**config.mk**
```make
export PLATFORM = sky130hd
export DESIGN_NAME = qte_cordic_cell
export DESIGN_NICKNAME = d
export VERILOG_FILES = /design/src/hdl/qte_pkg.sv /design/src/hdl/qte_cordic_cell.sv
export SDC_FILE = /design/constraint.sdc
export NUM_CORES = 1
export LEC_CHECK = 0
export ABC_AREA = 1
export BUFFER_PORTS_ARGS = -buffer_cell sky130_fd_sc_hd__buf_4
export CORE_ASPECT_RATIO = 1.25
export CORE_UTILIZATION = 30
export CTS_CLUSTER_DIAMETER = 100
export DETAILED_ROUTE_END_ITERATION = 7
export GPL_TIMING_DRIVEN = 0
export PLACE_DENSITY = 0.48
export SYNTH_ARGS = -nofsm -noshare
export SYNTH_HDL_FRONTEND = slang
export SYNTH_SLANG_ARGS = --single-unit
```
**constraint.sdc**
```tcl
create_clock -name i_clk -period 2.6 [get_ports i_clk]
set_input_delay 0.26 -clock i_clk [delete_from_list [all_inputs] [get_ports i_clk]]
set_output_delay 0.26 -clock i_clk [all_outputs]
set_load 0.03 [all_outputs]
```
**src/hdl/qte_pkg.sv**
```systemverilog
package qte_pkg;

    localparam int FRACTION_BITS = 14;
    localparam int CORDIC_STEPS  = 16;
    localparam int MAX_STEPS     = 24;

    localparam int PW      = (2 * FRACTION_BITS + 2 > 36) ? 2 * FRACTION_BITS + 2 : 36;
    localparam int VW      = 34;
    localparam int AW      = 32;
    localparam int TW      = 32;
    localparam int SQ_BITS = 31;
    localparam int RW      = 63;
    localparam int OW      = 16;
    localparam int TSH_L   = (2 * FRACTION_BITS < 30) ? 30 - 2 * FRACTION_BITS : 0;
    localparam int TSH_R   = (2 * FRACTION_BITS >= 30) ? 2 * FRACTION_BITS - 30 : 0;

    localparam logic signed [PW-1:0] ONE = PW'(1) << (2 * FRACTION_BITS);
    localparam logic [RW-1:0] RAD_FULL = RW'(1) << 60;
    localparam logic [AW-1:0] ANG_POS_HALF_PI = 32'h4000_0000;
    localparam logic [AW-1:0] ANG_NEG_HALF_PI = 32'hC000_0000;
    localparam logic [AW-1:0] ANG_ROUND = 32'h0000_8000;

    typedef logic signed [PW-1:0] t_prod;

    typedef struct packed {
        logic signed [VW-1:0] x;
        logic signed [VW-1:0] y;
        logic [AW-1:0]        z;
        logic                 zero;
    } t_vec;

    typedef struct packed {
        logic [RW-1:0]      rem;
        logic [SQ_BITS-1:0] root;
    } t_sq;

    typedef struct packed {
        t_vec                 yaw;
        t_vec                 roll;
        logic signed [TW-1:0] t;
        logic                 sat;
    } t_side;

    function automatic logic [AW-1:0] atan_lut(input int i);
        logic [AW-1:0] r;
        case (i)
            0:  r = 32'd536870912;
            1:  r = 32'd316933406;
            2:  r = 32'd167458907;
            3:  r = 32'd85004756;
            4:  r = 32'd42667331;
            5:  r = 32'd21354465;
            6:  r = 32'd10680094;
            7:  r = 32'd5340245;
            8:  r = 32'd2670163;
            9:  r = 32'd1335087;
            10: r = 32'd667544;
            11: r = 32'd333772;
            12: r = 32'd166886;
            13: r = 32'd83443;
            14: r = 32'd41722;
            15: r = 32'd20861;
            16: r = 32'd10430;
            17: r = 32'd5215;
            18: r = 32'd2608;
            19: r = 32'd1304;
            20: r = 32'd652;
            21: r = 32'd326;
            22: r = 32'd163;
            23: r = 32'd81;
            default: r = '0;
        endcase
        return r;
    endfunction

    // Scales the vector below 2^30 and turns a left half-plane vector into the right one.
    function automatic t_vec vec_init(input t_prod a, input t_prod b);
        logic [PW-1:0] ma;
        logic [PW-1:0] mb;
        logic [PW-1:0] m;
        int            sh;
        t_prod         ys;
        t_prod         xs;
        t_vec          v;
        ma = a[PW-1] ? PW'(-a) : PW'(a);
        mb = b[PW-1] ? PW'(-b) : PW'(b);
        m  = (ma > mb) ? ma : mb;
        sh = 0;
        for (int s = PW - 30; s >= 0; s--) begin
            if ((m >> s) < (PW'(1) << 30)) begin
                sh = s;
            end
        end
        ys     = a >>> sh;
        xs     = b >>> sh;
        v.zero = (m == '0);
        v.z    = '0;
        if (xs < 0) begin
            if (ys >= 0) begin
                v.x = VW'(ys);
                v.y = VW'(-xs);
                v.z = ANG_POS_HALF_PI;
            end else begin
                v.x = VW'(-ys);
                v.y = VW'(xs);
                v.z = ANG_NEG_HALF_PI;
            end
        end else begin
            v.x = VW'(xs);
            v.y = VW'(ys);
        end
        return v;
    endfunction

    function automatic logic signed [OW-1:0] to_bam(input t_vec v);
        logic [AW-1:0] s;
        s = (v.zero ? '0 : v.z) + ANG_ROUND;
        return s[AW-1:AW-OW];
    endfunction

endpackage

```
**src/hdl/qte_cordic_cell.sv**
```systemverilog
module qte_cordic_cell #(
    parameter int STEP = 0
) (
    input  logic          i_clk,
    input  logic          i_en,
    input  qte_pkg::t_vec i_vec,
    output qte_pkg::t_vec o_vec
);

    qte_pkg::t_vec                r_vec;
    qte_pkg::t_vec                n_vec;
    logic signed [qte_pkg::VW-1:0] dx;
    logic signed [qte_pkg::VW-1:0] dy;

    always_comb begin
        dx    = i_vec.y >>> STEP;
        dy    = i_vec.x >>> STEP;
        n_vec = i_vec;
        if (i_vec.y > 0) begin
            n_vec.x = i_vec.x + dx;
            n_vec.y = i_vec.y - dy;
            n_vec.z = i_vec.z + qte_pkg::atan_lut(STEP);
        end else begin
            n_vec.x = i_vec.x - dx;
            n_vec.y = i_vec.y + dy;
            n_vec.z = i_vec.z - qte_pkg::atan_lut(STEP);
        end
    end

    always_ff @(posedge i_clk) begin
        if (i_en) begin
            r_vec <= n_vec;
        end
    end

    assign o_vec = r_vec;

endmodule

```
==> flow_summary_export.csv <==
group,metric,value,unit
status,status,"completed",
floorplanning,rows,76,
floorplanning,die_y,212,um
synth,yosys-top-cells-count,"nand2_1 (465), inv_1 (243), nand3_1 (156)",
final_layout,largest_register_ffs,100,
synth,syn_inst,1578,
routing,first_iter_violations,690,
cts,clk_pin_slew,0.07,ns
global_routing,overflow,0,
pwr,internal-power,3620,uW
worst_setup_path,crit_path_start,"i_vec[34]",
timing,rsz0062_at_grt,"false",
final_layout,final_nets,2000,
cts,cts_tree,"yes",
synth,yosysMostFrequentCell,"nand2_1",
synth,ys_types,39,
final_layout,drive_above_1_share,16.2,%
placement,io_buffer_count,203,
floorplanning,initial_core_util,30.6,%
timing,max_clock_freq,410,MHz
pwr,seqPwrFrac,33.1,%
timing,whs,0.0643,ns
synth,syn_nets,1785,
worst_hold_path,hold_path_class,"in2reg",
final_layout,n_fill_cell,3899,
placement,gp_congestion,0.960,
floorplanning,die_w,170,um
final_layout,syn2layout_area_growth,22.9,%
cts,holdBufCountCts,0,
floorplanning,dieArea,36100,um2
pwr,p_sw,2660,uW
placement,dpl_cell_area,12700,um2
pwr,p_per_area,482,nW/um2
floorplanning,coreArea,34600,um2
routing,routed_wl,44.1,mm
synth,synth-seq-cells,100,
timing,hold_viol_final,0,
cts,cts_resized,1,
routing,firstDrtPassIters,6,
synth,ys.flop_type,"edfxtp_1",
flow_run,maxCapViolCount,0,
timing,fin_crit_sh,93.7,%
synth,synth_area_leaders,"edfxtp_1 (28%), nand2_1 (16%), ha_1 (12%)",
worst_setup_path,critPathRequiredTime,2.78,ns
final_layout,fin_area,13000,um2
timing,worstMarginPinSlew,0.847,ns
worst_hold_path,worstHoldStart,"i_vec[27]",
global_routing,grtUsageTotal,24.5,%
cts,cts.sinks,100,
worst_setup_path,crit_path_start_kind,"primary input",
pwr,finalPower,6280,uW
synth,yosysSeqAreaShare,28.4,%
cts,cts-buffers-inserted,9,
pwr,p_clk_share,20.7,%
pwr,swShare,42.3,%
pwr,p_leak,0.00656,uW
pwr,pwr-share-comb,46.2,%
timing,slew_headroom,43.5,%
synth,synth_area,10600,um2
global_routing,grt_pass1_wl,64.0,mm
global_routing,antenna_found_initial,0,
worst_setup_path,cp_data_arrival_time,2.62,ns
routing,drc,0,
pwr,worst_ir_drop_vdd,0.272,mV
synth,yosysWarnings,0,
synth,avgSynthCellArea,6.71,um2
final_layout,utilization,37.6,%
cts,post_cts_buffers,0,
timing,setup_violations,0,
cts,clock-root-buffer,"clkbuf_16",
worst_setup_path,end_kind,"flop",
worst_setup_path,worstSetupPathType,"in2reg",
global_routing,grt_pass1_vias,10700,
placement,dp_hpwl,37.8,mm
synth,synth_edf_count,100,
timing,finalCriticalPeriod,2.44,ns
synth,async_flop_share,0,%
global_routing,grt_max_degree,101,
routing,final_antenna_net_count,0,
synth,yosysTopAreaCellShare,28.4,%
worst_setup_path,critical_path.max_fanout,10,
routing,vias_per_cell,4.89,
timing,drv_slew,0,
floorplanning,boundaryPins,204,
cts,cts_buffer_depth,2,
routing,wire_per_inst,19.4,um
cts,cts_max_level,3,
synth,yosysTopAreaCell,"edfxtp_1",
routing,via_count,11100,
## cell type report
class / instances / area (um2) / share of cell area (%)
clock inverter: 6 / 47.5 / 0.365
multi-input combinational: 1186 / 6360 / 48.9
clock buffer: 10 / 229 / 1.76
inverter: 248 / 931 / 7.15
sequential: 100 / 3000 / 23.1
timing repair buffer: 204 / 1550 / 11.9
antenna: 1 / 2.50 / 0.0192
tap: 468 / 586 / 4.50
buffer: 44 / 300 / 2.31
## metal layers
layer / GRT usage (%) / part of all wire [%] / vias to the layer above
li1: - / - / 5529
met1: 27.1 / 39 / 5136
met4: 14.3 / 5.7 / 0
met3: 2.46 / 4.0 / 83
met5: 0 / 0 / -
met2: 45.3 / 51 / 341
## logic make-up after synthesis
family                     Yosys count  synth area share, %
AOI/OAI and AO/OA                  232                 11.9
xor gates and xnor gates            37                 3.06
adders and majority gates          104                 12.6
buffers and inverters              292                 11.6
DFF                                100                 28.4
and+or+nand+nor                    813                 32.5
## worst paths after layout
| check | slack, ns | depth (start not counted) | end |
|---|---|---|---|
| max | 0.16 | 10 | o_vec[59] |
| min | 0.06 | 1 | o_vec[27] |
## worst max-delay path, cell delays in order
cell and delay, ns:
buf_4 0.13, inv_1 0.18, nand4_1 0.16, nor3_1 0.05
nand4_1 0.20, nor2_1 0.08, nor2_2 0.42, clkbuf_1 0.70
nand3_1 0.18, nand2_1 0.23
## per-stage QoR
step	std cells	setup slack, ns	TNS (ns)
detailed placement	2249	-0.457	-10.06
floorplan	1578	0.650	0
global route	2266	0.0379	0
CTS	2265	0.153	0
global placement	2249	-0.452	-10.21
finish	2267	0.164	0
## layout by cell type (no fill, tap or decap), drive strengths merged
cell / n
nand2: 472
inv: 250
buf: 242
nand3: 158
nor2: 129
a21oi: 110
ha: 100
edfxtp: 100
o21ai: 92
xor2: 36
nand4: 23
nor3: 20
clkbuf: 16
o21bai: 15
a21o: 6
nand3b: 5
fa: 4
nor4: 4
o211ai: 3
a21boi: 2
a31oi: 2
o21a: 2
clkinvlp: 2
clkinv: 2
diode: 1
xnor2: 1
or2: 1
and2: 1
## power by group through the flow
stage | clock, uW | combinational [uW] | sequential, uW
CTS | 1370 | 2900 | 2090
floorplan | 0 | 1340 | 2530
global route | 1420 | 3150 | 2100
global placement | 0 | 2880 | 2120
detailed placement | 0 | 2890 | 2120
finish | 1300 | 2900 | 2080
No activity file was read; power rests on OpenSTA's default activity.
