### src/hdl/qte_pkg.sv
package qte_pkg;

    localparam int FRACTION_BITS = 14;
    localparam int CORDIC_STEPS  = 16;
    localparam int MAX_STEPS     = 24;

    localparam int PW      = (2 * FRACTION_BITS + 2 > 36) ? 2 * FRACTION_BITS + 2 : 36;
    localparam int VW      = 34;
    localparam int AW      = 32;
    localparam int TW      = 32;
    localparam int SQ_BITS = 31;
    localparam int RW      = 63;
    localparam int OW      = 16;
    localparam int TSH_L   = (2 * FRACTION_BITS < 30) ? 30 - 2 * FRACTION_BITS : 0;
    localparam int TSH_R   = (2 * FRACTION_BITS >= 30) ? 2 * FRACTION_BITS - 30 : 0;

    localparam logic signed [PW-1:0] ONE = PW'(1) << (2 * FRACTION_BITS);
    localparam logic [RW-1:0] RAD_FULL = RW'(1) << 60;
    localparam logic [AW-1:0] ANG_POS_HALF_PI = 32'h4000_0000;
    localparam logic [AW-1:0] ANG_NEG_HALF_PI = 32'hC000_0000;
    localparam logic [AW-1:0] ANG_ROUND = 32'h0000_8000;

    typedef logic signed [PW-1:0] t_prod;

    typedef struct packed {
        logic signed [VW-1:0] x;
        logic signed [VW-1:0] y;
        logic [AW-1:0]        z;
        logic                 zero;
    } t_vec;

    typedef struct packed {
        logic [RW-1:0]      rem;
        logic [SQ_BITS-1:0] root;
    } t_sq;

    typedef struct packed {
        t_vec                 yaw;
        t_vec                 roll;
        logic signed [TW-1:0] t;
        logic                 sat;
    } t_side;

    function automatic logic [AW-1:0] atan_lut(input int i);
        logic [AW-1:0] r;
        case (i)
            0:  r = 32'd536870912;
            1:  r = 32'd316933406;
            2:  r = 32'd167458907;
            3:  r = 32'd85004756;
            4:  r = 32'd42667331;
            5:  r = 32'd21354465;
            6:  r = 32'd10680094;
            7:  r = 32'd5340245;
            8:  r = 32'd2670163;
            9:  r = 32'd1335087;
            10: r = 32'd667544;
            11: r = 32'd333772;
            12: r = 32'd166886;
            13: r = 32'd83443;
            14: r = 32'd41722;
            15: r = 32'd20861;
            16: r = 32'd10430;
            17: r = 32'd5215;
            18: r = 32'd2608;
            19: r = 32'd1304;
            20: r = 32'd652;
            21: r = 32'd326;
            22: r = 32'd163;
            23: r = 32'd81;
            default: r = '0;
        endcase
        return r;
    endfunction

    // Scales the vector below 2^30 and turns a left half-plane vector into the right one.
    function automatic t_vec vec_init(input t_prod a, input t_prod b);
        logic [PW-1:0] ma;
        logic [PW-1:0] mb;
        logic [PW-1:0] m;
        int            sh;
        t_prod         ys;
        t_prod         xs;
        t_vec          v;
        ma = a[PW-1] ? PW'(-a) : PW'(a);
        mb = b[PW-1] ? PW'(-b) : PW'(b);
        m  = (ma > mb) ? ma : mb;
        sh = 0;
        for (int s = PW - 30; s >= 0; s--) begin
            if ((m >> s) < (PW'(1) << 30)) begin
                sh = s;
            end
        end
        ys     = a >>> sh;
        xs     = b >>> sh;
        v.zero = (m == '0);
        v.z    = '0;
        if (xs < 0) begin
            if (ys >= 0) begin
                v.x = VW'(ys);
                v.y = VW'(-xs);
                v.z = ANG_POS_HALF_PI;
            end else begin
                v.x = VW'(-ys);
                v.y = VW'(xs);
                v.z = ANG_NEG_HALF_PI;
            end
        end else begin
            v.x = VW'(xs);
            v.y = VW'(ys);
        end
        return v;
    endfunction

    function automatic logic signed [OW-1:0] to_bam(input t_vec v);
        logic [AW-1:0] s;
        s = (v.zero ? '0 : v.z) + ANG_ROUND;
        return s[AW-1:AW-OW];
    endfunction

endpackage

### src/hdl/qte_sqrt_cell.sv
module qte_sqrt_cell #(
    parameter int K = 0
) (
    input  logic         i_clk,
    input  logic         i_en,
    input  qte_pkg::t_sq i_sq,
    output qte_pkg::t_sq o_sq
);

    qte_pkg::t_sq                r_sq;
    qte_pkg::t_sq                n_sq;
    logic [qte_pkg::RW-1:0]      term;

    always_comb begin
        term = (qte_pkg::RW'(i_sq.root) << (K + 1)) + (qte_pkg::RW'(1) << (2 * K));
        n_sq = i_sq;
        if (i_sq.rem >= term) begin
            n_sq.rem  = i_sq.rem - term;
            n_sq.root = i_sq.root | (qte_pkg::SQ_BITS'(1) << K);
        end
    end

    always_ff @(posedge i_clk) begin
        if (i_en) begin
            r_sq <= n_sq;
        end
    end

    assign o_sq = r_sq;

endmodule

### config.mk
export PLATFORM = sky130hd
export DESIGN_NAME = qte_sqrt_cell
export DESIGN_NICKNAME = d
export VERILOG_FILES = /design/src/hdl/qte_pkg.sv /design/src/hdl/qte_sqrt_cell.sv
export SDC_FILE = /design/constraint.sdc
export NUM_CORES = 1
export LEC_CHECK = 0
export ABC_AREA = 1
export ABC_CLOCK_PERIOD_IN_PS = 4400
export BUFFER_PORTS_ARGS = -buffer_cell sky130_fd_sc_hd__buf_2
export CELL_PAD_IN_SITES_DETAIL_PLACEMENT = 1
export CELL_PAD_IN_SITES_GLOBAL_PLACEMENT = 1
export CORE_UTILIZATION = 40
export DETAILED_ROUTE_END_ITERATION = 16
export PLACE_DENSITY_LB_ADDON = 0.15
export RECOVER_POWER = 25
export SYNTH_ARGS = -nofsm -noshare
export SYNTH_HDL_FRONTEND = slang
export SYNTH_SLANG_ARGS = --single-unit
### constraint.sdc
create_clock -name i_clk -period 4.4 [get_ports i_clk]
set_input_delay 0.22 -clock i_clk [delete_from_list [all_inputs] [get_ports i_clk]]
set_output_delay 0.22 -clock i_clk [all_outputs]
set_load 0.01 [all_outputs]
==> flow_summary.ini, run 1 <==
[synthesis]
synth.net_count = 1263
synth_sequential_area_ratio_pct = 37.6
synthDistinctLibCells = 30
cell_area_synth_mm2 = 0.00750
synthesis.yosys.warnings = 0
synthFlopType = edfxtp_1
synth_seq_cells = 94
post-synth-top-area-fraction_pct = 37.6
synthesized_instance_count = 1134
synth.avg_cell_area_um2 = 6.62
synth-async-reset-ratio_pct = 0
synth_area_leaders = edfxtp_1 (38%), nand2_1 (24%), inv_1 (10%)
synth.largest_area_cell = edfxtp_1
synth_edf_count = 94

[place]
place.gp.congestion = 0.890
port-buffer-count = 189
dp.final_hpwl_mm = 22.4
place_worst_setup_slack_ns = 1.14

[worst_setup_path]
crit_arrival_ns = 3.06
criticalPathCategory = in -> reg
cp-end-kind = flop
timing.critical_path.fanout_max = 37
timing.critical_path.required_ns = 4.51
worstSetupStartpointType = primary input

[pwr]
vdd.ir_drop.worst_uv = 179
power_leakage_uw = 0.00466
power.density_cell_area_mw_per_mm2 = 295

[sta]
setup_repair_after_global_routing_missed_its_margin = no
timing.fmax_mhz = 338
tightest_slew_ns = 0.848
timing.final.crit_share_pct = 67.2
final_period_minus_worst_setup_slack_ns = 2.96
maxSlewViolCount = 0
fin_tns_setup_ns = 0
finalHoldWorstSlack_ns = 0.0480
slew-limit-headroom_pct = 43.5
finalHoldViolCount = 0
final.setup.worst_slack_ns = 1.44
finalSetupViolCount = 0

[routing]
detail_route.wirelength_mm = 27.1
antenna_violating_nets_post_route = 0
firstDrtPassIters = 6
routed_via_density = 4.96
drcViolationCount = 0
avgRoutedWirePerCell_um = 17.4
num_vias = 7737
drt_iter0_markers = 406

[cells_and_area]
final.fill_count = 2538
number_of_flip_flops_under_the_largest_register_name = 94
fin_nets = 1456
area_growth_pct = 19.4
drive_gt1_share_pct = 16.7
antenna_cells_inserted = 0

[grt]
maximum_number_of_pins_on_one_net_before_global_route_repair = 61
first_global_vias = 7997
grt_first_pass_wirelength_mm = 42.6
gr-usage-all-layers_pct = 28.6
grt_antenna_before_repair = 0
global_route.overflow_total = 0

[clock_network]
ctsRootBufferMaster = clkbuf_16
tritoncts = built
post-cts-setup-buffer-count = 0
post_cts_resized = 0
holdBufCountCts = 0
total_clock_sinks = 94
clockBufferDepth = 2
cts-buffers-inserted = 9
htreeDepth = 3
path_clk_slew_ns = 0.08

[die]
num_io_pins = 190
fp.dieArea_mm2 = 0.0193
floorplan.initialDensity_pct = 41.3
die_width_um = 139
fp.dieH_um = 139
rows = 49
core_area_mm2 = 0.0181

[outcome]
outcome = finished clean

[job]
max_cap_violations = 0

[worst_hold_path]
worst_hold_path_type = in -> reg
-- per-layer routing --
layer  global-route usage [%]  share of wire, %  vias to the layer above
met4                     7.84               2.0                        0
met3                     4.90               4.2                       28
met2                     48.5                47                      182
met5                        0                 0                        -
li1                         -                 -                     3867
met1                     37.3                47                     3660
-- cell families after synthesis --
group / count (synthesis) / synth area share (%)
AND/OR/NAND/NOR: 702 / 37.9
buffers and inverters: 222 / 11.4
flip-flops: 94 / 37.6
AO/OA/AOI/OAI: 56 / 4.32
adder cells (fa/ha/maj): 33 / 5.60
XOR/XNOR: 27 / 3.15
-- metrics by stage --
| stage | std cells | cell area (µm²) | util [%] | power [µW] |
|---|---|---|---|---|
| global placement | 1545 | 8710 | 48.0 | 1860 |
| detailed placement | 1545 | 8710 | 48.0 | 1890 |
| floorplan | 1134 | 7500 | - | 1570 |
| finish | 1561 | 8960 | 49.4 | 2650 |
| CTS | 1561 | 8980 | 49.5 | 2670 |
| global route | 1561 | 8960 | 49.4 | 2780 |
-- synthesized netlist by cell type (4+ instances only) --
cell        n
nor2_2      5
o21bai_1    4
edfxtp_1   94
a21oi_2     9
a21oi_1    38
inv_2       5
nand3_1    55
buf_2       7
nand4_1     6
inv_1     208
nor3_1     16
nand3b_1    6
nand2_2     8
nor2_1    126
nand2_1   470
xor2_1     26
o21ai_0     4
ha_1       32
-- cell usage in the layout, fill, tap and decap left out, drive strengths merged, types with 2 or more instances in the layout --
| cell | count |
|---|---|
| nand2 | 479 |
| inv | 215 |
| buf | 175 |
| nor2 | 132 |
| edfxtp | 94 |
| nand3 | 56 |
| a21oi | 47 |
| ha | 32 |
| xor2 | 26 |
| clkbuf | 26 |
| nor3 | 17 |
| nand4 | 6 |
| nand3b | 6 |
| o21ai | 5 |
| o21bai | 4 |
| nor4 | 3 |
| or2 | 2 |
| clkinvlp | 2 |
| clkinv | 2 |
-- worst paths after layout --
| check | startpoint | endpoint | cells past startpoint |
|---|---|---|---|
| setup / recovery | i_sq[22] | o_sq[55] | 15 |
| hold / removal | i_sq[4] | o_sq[4] | 1 |
-- critical path, cell delays in order --
cell	delay, ns
clkbuf_1	0.11
inv_1	0.06
ha_1	0.38
nand2_1	0.13
nor2_1	0.30
nand2_1	0.14
nor2_1	0.18
nand2_2	0.10
nand2_2	0.09
nand2_2	0.08
nand2_4	0.39
inv_2	0.39
buf_12	0.29
nand2_1	0.09
nand2_1	0.07
-- area by class of cell --
cell class | count | area (µm²) | share of cell area [%]
Tap cell | 229 | 287 | 3.20
Clock inverter | 6 | 45.0 | 0.503
Inverter | 213 | 800 | 8.92
Sequential cell | 94 | 2820 | 31.5
Clock buffer | 10 | 229 | 2.55
Timing Repair Buffer | 191 | 956 | 10.7
Multi-Input combinational cell | 818 | 3820 | 42.7
-- where the power goes --
| group | switching (µW) | internal (µW) |
|---|---|---|
| registers | 25.0 | 1110 |
| clock network | 387 | 388 |
| logic | 492 | 249 |
| total | 904 | 1740 |
Note: power is estimated with default switching activity, not from simulation.
==> run 2: changes to the inputs <==
--- a/config.mk
+++ b/config.mk
@@ -5,12 +5,12 @@
 export SDC_FILE = /design/constraint.sdc
 export NUM_CORES = 1
 export LEC_CHECK = 0
-export ABC_AREA = 1
-export ABC_CLOCK_PERIOD_IN_PS = 4400
+export ABC_AREA = 0
+export ABC_CLOCK_PERIOD_IN_PS = 2400
 export BUFFER_PORTS_ARGS = -buffer_cell sky130_fd_sc_hd__buf_2
 export CELL_PAD_IN_SITES_DETAIL_PLACEMENT = 1
 export CELL_PAD_IN_SITES_GLOBAL_PLACEMENT = 1
-export CORE_UTILIZATION = 40
+export CORE_UTILIZATION = 35
 export DETAILED_ROUTE_END_ITERATION = 16
 export PLACE_DENSITY_LB_ADDON = 0.15
 export RECOVER_POWER = 25
==> constraint.sdc (replaced) <==
create_clock -name i_clk -period 2.4 [get_ports i_clk]
set_input_delay 0.12 -clock i_clk [delete_from_list [all_inputs] [get_ports i_clk]]
set_output_delay 0.12 -clock i_clk [all_outputs]
set_load 0.01 [all_outputs]
==> run 2 against run 1 <==
Effect of this change:
- the flow now finishes with violations (negative setup slack)
- final cell count down 21%
- hold slack worse by 0.0010 ns
- worst setup slack worse by 1.5 ns
- critical endpoint is now o_sq[51]
==> flow_summary.ini, run 2 <==
[grt]
grtUsageMet1_pct = 32.3
grt_most_used_layer = met2
grt_antenna_before_repair = 1
global_route.overflow_total = 0
maximum_number_of_pins_on_one_net_before_global_route_repair = 53
groute.layer.met2.usage_pct = 48.2
gr-usage-all-layers_pct = 26.7
grt_first_pass_wirelength_mm = 36.9
use_met3_pct = 4.25
first_global_vias = 6931

[outcome]
failed_checks = negative setup slack
outcome = finished, violations left

[place]
post-place-cells = 1165
port-buffer-count = 189
place_worst_setup_slack_ns = -0.801
dp.final_hpwl_mm = 17.5
place.gp.congestion = 0.871

[synthesis]
synthFlopType = edfxtp_1
synth.most_common_cell = edfxtp_1
synth_edf_count = 94
post-synth-top-area-fraction_pct = 47.1
cell_area_synth_mm2 = 0.00599
synth-async-reset-ratio_pct = 0
xor_and_xnor_fraction_of_the_mapped_netlist_area_pct = 8.63
multiplexer_share_of_the_synthesized_area_pct = 1.30
synth_simple_gate_area_share_pct = 17.7
synth_seq_cells = 94
synth_fa_ha_area_share_pct = 7.02
synthesized_instance_count = 587
synthDistinctLibCells = 63
synth_top_family_by_area = simple AND/OR/NAND/NOR gates
synth.net_count = 716
synth.largest_area_cell = edfxtp_1
synth_top_cells_by_count = edfxtp_1 (94), nor2_1 (62), a21oi_1 (57), inv_1 (40), xnor2_1 (38)
synthesis.yosys.warnings = 0
synth_compound_gate_area_share_pct = 14.4
synth_area_leaders = edfxtp_1 (47%), ha_1 (6.7%), xnor2_1 (5.6%)
synth_sequential_area_ratio_pct = 47.1
synth.avg_cell_area_um2 = 10.2

[die]
fp.dieArea_mm2 = 0.0176
num_io_pins = 190
fp.dieH_um = 133
floorplan.initialDensity_pct = 36.0
core_area_mm2 = 0.0166
die_width_um = 133
rows = 47

[cells_and_area]
fin_cells = 1237
number_of_flip_flops_under_the_largest_register_name = 94
final_core_util_pct = 62.1
drive_gt1_share_pct = 53.6
area_growth_pct = 72.7
mostFrequentLayoutCells = buf_4 (196), buf_2 (177), edfxtp_1 (94)
fin_nets = 1140
final.fill_count = 1848
mostFrequentLayoutCell = buf_4

[clock_network]
ctsRootBufferMaster = clkbuf_16
path_clk_slew_ns = 0.07
htreeDepth = 3
clockBufferDepth = 2
cts-buffers-inserted = 9
total_clock_sinks = 94
tritoncts = built

[sta]
slew-limit-headroom_pct = 24.0
finalHoldViolCount = 0
timing.fmax_mhz = 415
final.setup.worst_slack_ns = -0.0123
maxSlewViolCount = 0
setup_repair_after_global_routing_missed_its_margin = yes
finalSetupViolCount = 1
tightest_slew_ns = 1.14
final_period_minus_worst_setup_slack_ns = 2.41
timing.final.crit_share_pct = 101
finalHoldWorstSlack_ns = 0.0470
fin_tns_setup_ns = -0.0123

[routing]
drcViolationCount = 0
num_vias = 6433
routed_via_density = 5.20
avgRoutedWirePerCell_um = 20.5
drt_iter0_markers = 239
antenna_violating_nets_post_route = 0
detail_route.wirelength_mm = 25.3
firstDrtPassIters = 4

[pwr]
vdd.ir_drop.worst_uv = 349
power.density_cell_area_mw_per_mm2 = 510
power_leakage_uw = 0.00449

[worst_setup_path]
crit_arrival_ns = 2.51
timing.critical_path.required_ns = 2.50
criticalPathCategory = in -> reg
worstSetupStartpointType = primary input
cp-end-kind = flop
timing.critical_path.fanout_max = 12

[job]
max_cap_violations = 0

[worst_hold_path]
worst_hold_path_type = in -> reg
## run 2: cell types whose count changed after synthesis, moves of 8 or more
| cell | previous run | this run |
|---|---|---|
| nand2_1 | 470 | 36 |
| inv_1 | 208 | 40 |
| nor2_1 | 126 | 62 |
| xnor2_1 | 1 | 38 |
| nand3_1 | 55 | 21 |
| a21oi_1 | 38 | 57 |
| o21ai_0 | 4 | 23 |
| a21o_1 | 0 | 16 |
| a21oi_2 | 9 | 0 |
| nor4_1 | 2 | 11 |
| a31oi_1 | 0 | 8 |
| nand2_2 | 8 | 0 |
## run 2: cells by family after synthesis
kind of cell,count (synthesis)
and+or+nand+nor,201
AOI/OAI and AO/OA,137
DFF,94
xor gates and xnor gates,59
buffers and inverters,56
adders and majority gates,33
muxes,7
## run 2: power by group
part / internal (µW) / total [µW] / switching (µW)
Clock: 701 / 1360 / 663
Sequential: 2030 / 2080 / 48.8
Combinational: 895 / 1830 / 937
Total: 3630 / 5280 / 1650
## run 2: stage by stage
step / instance area, µm² / total power (µW)
floorplan: 6220 / 2820
global placement: 8750 / 3570
detailed placement: 8750 / 3610
CTS: 9640 / 5100
global route: 10300 / 5480
finish: 10300 / 5280
## run 2: worst paths after layout
| check | startpoint | to | slack [ns] | cells after the start |
|---|---|---|---|---|
| worst min-delay path | i_sq[11] | o_sq[11] | 0.05 | 2 |
| worst max-delay path | i_sq[13] | o_sq[51] | -0.01 | 15 |
## run 2: worst max-delay path, stage by stage
cell and delay (ns):
buf_2 0.11, inv_1 0.09, ha_4 0.24, a21oi_1 0.29, o21ai_2 0.16, a32oi_2 0.26
nand2_2 0.14, a21oi_4 0.20, buf_6 0.13, o31ai_4 0.08, buf_4 0.15, clkbuf_16 0.17
clkbuf_16 0.18, nor2_1 0.13, a21oi_1 0.06
## run 2: layout make-up
type	count	area (µm²)	area share, %
clock buffer	10	229	2.21
sequential	94	2820	27.3
clock inverter	6	37.5	0.363
multi-input combinational	437	3780	36.6
antenna	1	2.50	0.0242
tap	220	275	2.66
timing repair buffer	429	3040	29.4
inverter	40	155	1.50
## run 2: repair_timing
action / CTS / global route
pin swaps: 32 / 57
setup endpoints to repair: 57 / 55
hold buffers: 28 / 0
setup buffers: 6 / 21
resized for setup: 64 / 98
gates cloned: 0 / 3
endpoints found under the hold margin: 28 / 0
## run 2: metal layers
metal / share of wire [%] / vias up / wire, µm
met5: 0 / - / 0
met4: 3.0 / 0 / 766
met3: 4.2 / 52 / 1060
met2: 52 / 195 / 13200
met1: 41 / 3177 / 10300
li1: - / 3009 / -
==> run 3: changes to the inputs <==
--- a/config.mk
+++ b/config.mk
@@ -12,8 +12,10 @@
 export CELL_PAD_IN_SITES_GLOBAL_PLACEMENT = 1
 export CORE_UTILIZATION = 35
 export DETAILED_ROUTE_END_ITERATION = 16
+export HOLD_SLACK_MARGIN = 0.15
 export PLACE_DENSITY_LB_ADDON = 0.15
 export RECOVER_POWER = 25
+export REMOVE_ABC_BUFFERS = 1
 export SYNTH_ARGS = -nofsm -noshare
 export SYNTH_HDL_FRONTEND = slang
 export SYNTH_SLANG_ARGS = --single-unit
==> run 3 against run 2 <==
Effect of this change:
- the run ends with max-capacitance violations, max-slew violations, negative setup slack left
- critical endpoint is now o_sq[39]
- routed wire length down 0.60%
- worst setup slack lost 0.049 ns
- hold slack better by 0.12 ns
- total power is 1.4% higher
- count of clock-buffer cells in the layout did not move
- sequential share of layout area is 0.26 points lower
- utilization is 0.59 points higher
- largest cell class unchanged
- critical path depth down 3
==> flow_summary.ini, run 3 (synthesized netlist as in run 2, its figures left out) <==
[outcome]
outcome = finished, violations left
failed_checks = max-capacitance violations, max-slew violations, negative setup slack

[worst_setup_path]
crit_arrival_ns = 2.57
criticalPathCategory = in -> reg
timing.critical_path.required_ns = 2.51
timing.critical_path.fanout_max = 7
cp-end-kind = flop
worstSetupStartpointType = primary input

[grt]
grt_antenna_before_repair = 0
global_route.overflow_total = 0
maximum_number_of_pins_on_one_net_before_global_route_repair = 47
first_global_vias = 7044
grt_first_pass_wirelength_mm = 36.7
gr-usage-all-layers_pct = 26.7

[routing]
firstDrtPassIters = 5
met3WireLength_mm = 1.15
wl_met1_mm = 10.9
routed_via_density = 5.16
antenna_violating_nets_post_route = 0
detail_route.wirelength_mm = 25.2
routed.top_layer = met4
avgRoutedWirePerCell_um = 20.0
drcViolationCount = 0
num_vias = 6500
met2WireLength_mm = 12.8
drt_iter0_markers = 260

[pwr]
clkPwrFrac_pct = 27.1
internal_power_uw = 3740
p_sw_share_pct = 30.1
share_seq_of_total_power_pct = 38.9
power.density_cell_area_mw_per_mm2 = 513
report.power.total_uw = 5350
power_leakage_uw = 0.00451
vdd.ir_drop.worst_uv = 325
netSwitchingPower_uw = 1610
power_frac_comb_pct = 34.1

[die]
fp.dieH_um = 133
core_area_mm2 = 0.0166
rows = 47
die_width_um = 133
floorplan.initialDensity_pct = 36.0
fp.dieArea_mm2 = 0.0176
num_io_pins = 190

[clock_network]
total_clock_sinks = 94
cts-buffers-inserted = 9
htreeDepth = 3
path_clk_slew_ns = 0.07
ctsRootBufferMaster = clkbuf_16
clockBufferDepth = 2
tritoncts = built

[sta]
fin_tns_setup_ns = -0.386
final.setup.worst_slack_ns = -0.0616
slew-limit-headroom_pct = -13.5
finalSetupViolCount = 12
timing.final.crit_share_pct = 103
finalHoldViolCount = 0
tightest_slew_ns = 1.70
setup_repair_after_global_routing_missed_its_margin = yes
final_period_minus_worst_setup_slack_ns = 2.46
timing.fmax_mhz = 406
maxSlewViolCount = 26

[place]
post-place-cells = 1170
port-buffer-count = 189
place_area_mm2 = 0.00861
place_worst_setup_slack_ns = -0.670
dp.final_hpwl_mm = 17.3
place.gp.congestion = 0.843

[job]
max_cap_violations = 1

[cells_and_area]
fin_nets = 1164
number_of_flip_flops_under_the_largest_register_name = 94
final.fill_count = 1858
drive_gt1_share_pct = 51.6
fin_cells = 1259
final_design_area_no_fill_mm2 = 0.0104
mostFrequentLayoutCell = buf_4
mostFrequentLayoutCells = buf_4 (200), buf_2 (177), edfxtp_1 (94)
multi_input_comb_area_mm2 = 0.00366
area_growth_pct = 74.3
ff_latch_area_mm2 = 0.00282

[worst_hold_path]
worst_hold_path_cells = 3
worst_hold_path_type = in -> reg
run 3: repair_timing:
item,in CTS,in global routing
gates resized for setup,49,103
hold buffers,53,1
setup buffers,8,10
hold endpoints to repair,53,1
pin swaps,14,42
gates cloned,1,2
endpoints found under the setup margin,62,56
run 3: metal layers:
layer,vias to the layer above,GRT usage [%]
met5,-,0
met4,0,7.79
met3,29,3.72
met2,181,46.5
met1,3224,34.4
li1,3066,-
run 3: power by group through the flow:
| stage | Clock, µW | Combinational, µW | Sequential [µW] |
|---|---|---|---|
| floorplan | 0 | 546 | 2210 |
| global placement | 0 | 1420 | 2110 |
| detailed placement | 0 | 1460 | 2110 |
| CTS | 1450 | 1650 | 2080 |
| global route | 1510 | 1950 | 2100 |
| finish | 1450 | 1820 | 2080 |
run 3: critical path, stage by stage:
cell       delay (ns)
buf_2            0.12
ha_4             0.27
o211ai_1         0.17
nor3_2           0.33
o2111ai_2        0.15
nand2_2          0.16
a21oi_2          0.09
buf_4            0.16
o31ai_4          0.32
buf_12           0.17
buf_12           0.14
mux2_2           0.34
run 3: layout make-up:
class	instances	share of cell area, %
tap	220	2.64
sequential	94	27.0
multi-input combinational	437	35.1
antenna	1	0.0240
inverter	40	1.44
timing repair buffer	453	31.1
clock inverter	4	0.479
clock buffer	10	2.19
run 3: worst paths after layout:
path / from / end / slack [ns]
worst min-delay path: i_sq[50] / o_sq[50] / 0.17
worst max-delay path: i_sq[35] / o_sq[39] / -0.06
run 3: metrics by stage:
stage / hold slack [ns] / util (%)
6_report: 0.171 / 62.7
2_1_floorplan: 0.219 / -
5_1_grt: 0.178 / 62.7
3_5_place_dp: 0.314 / 51.7
4_1_cts: 0.150 / 59.0
3_3_place_gp: 0.314 / 51.7
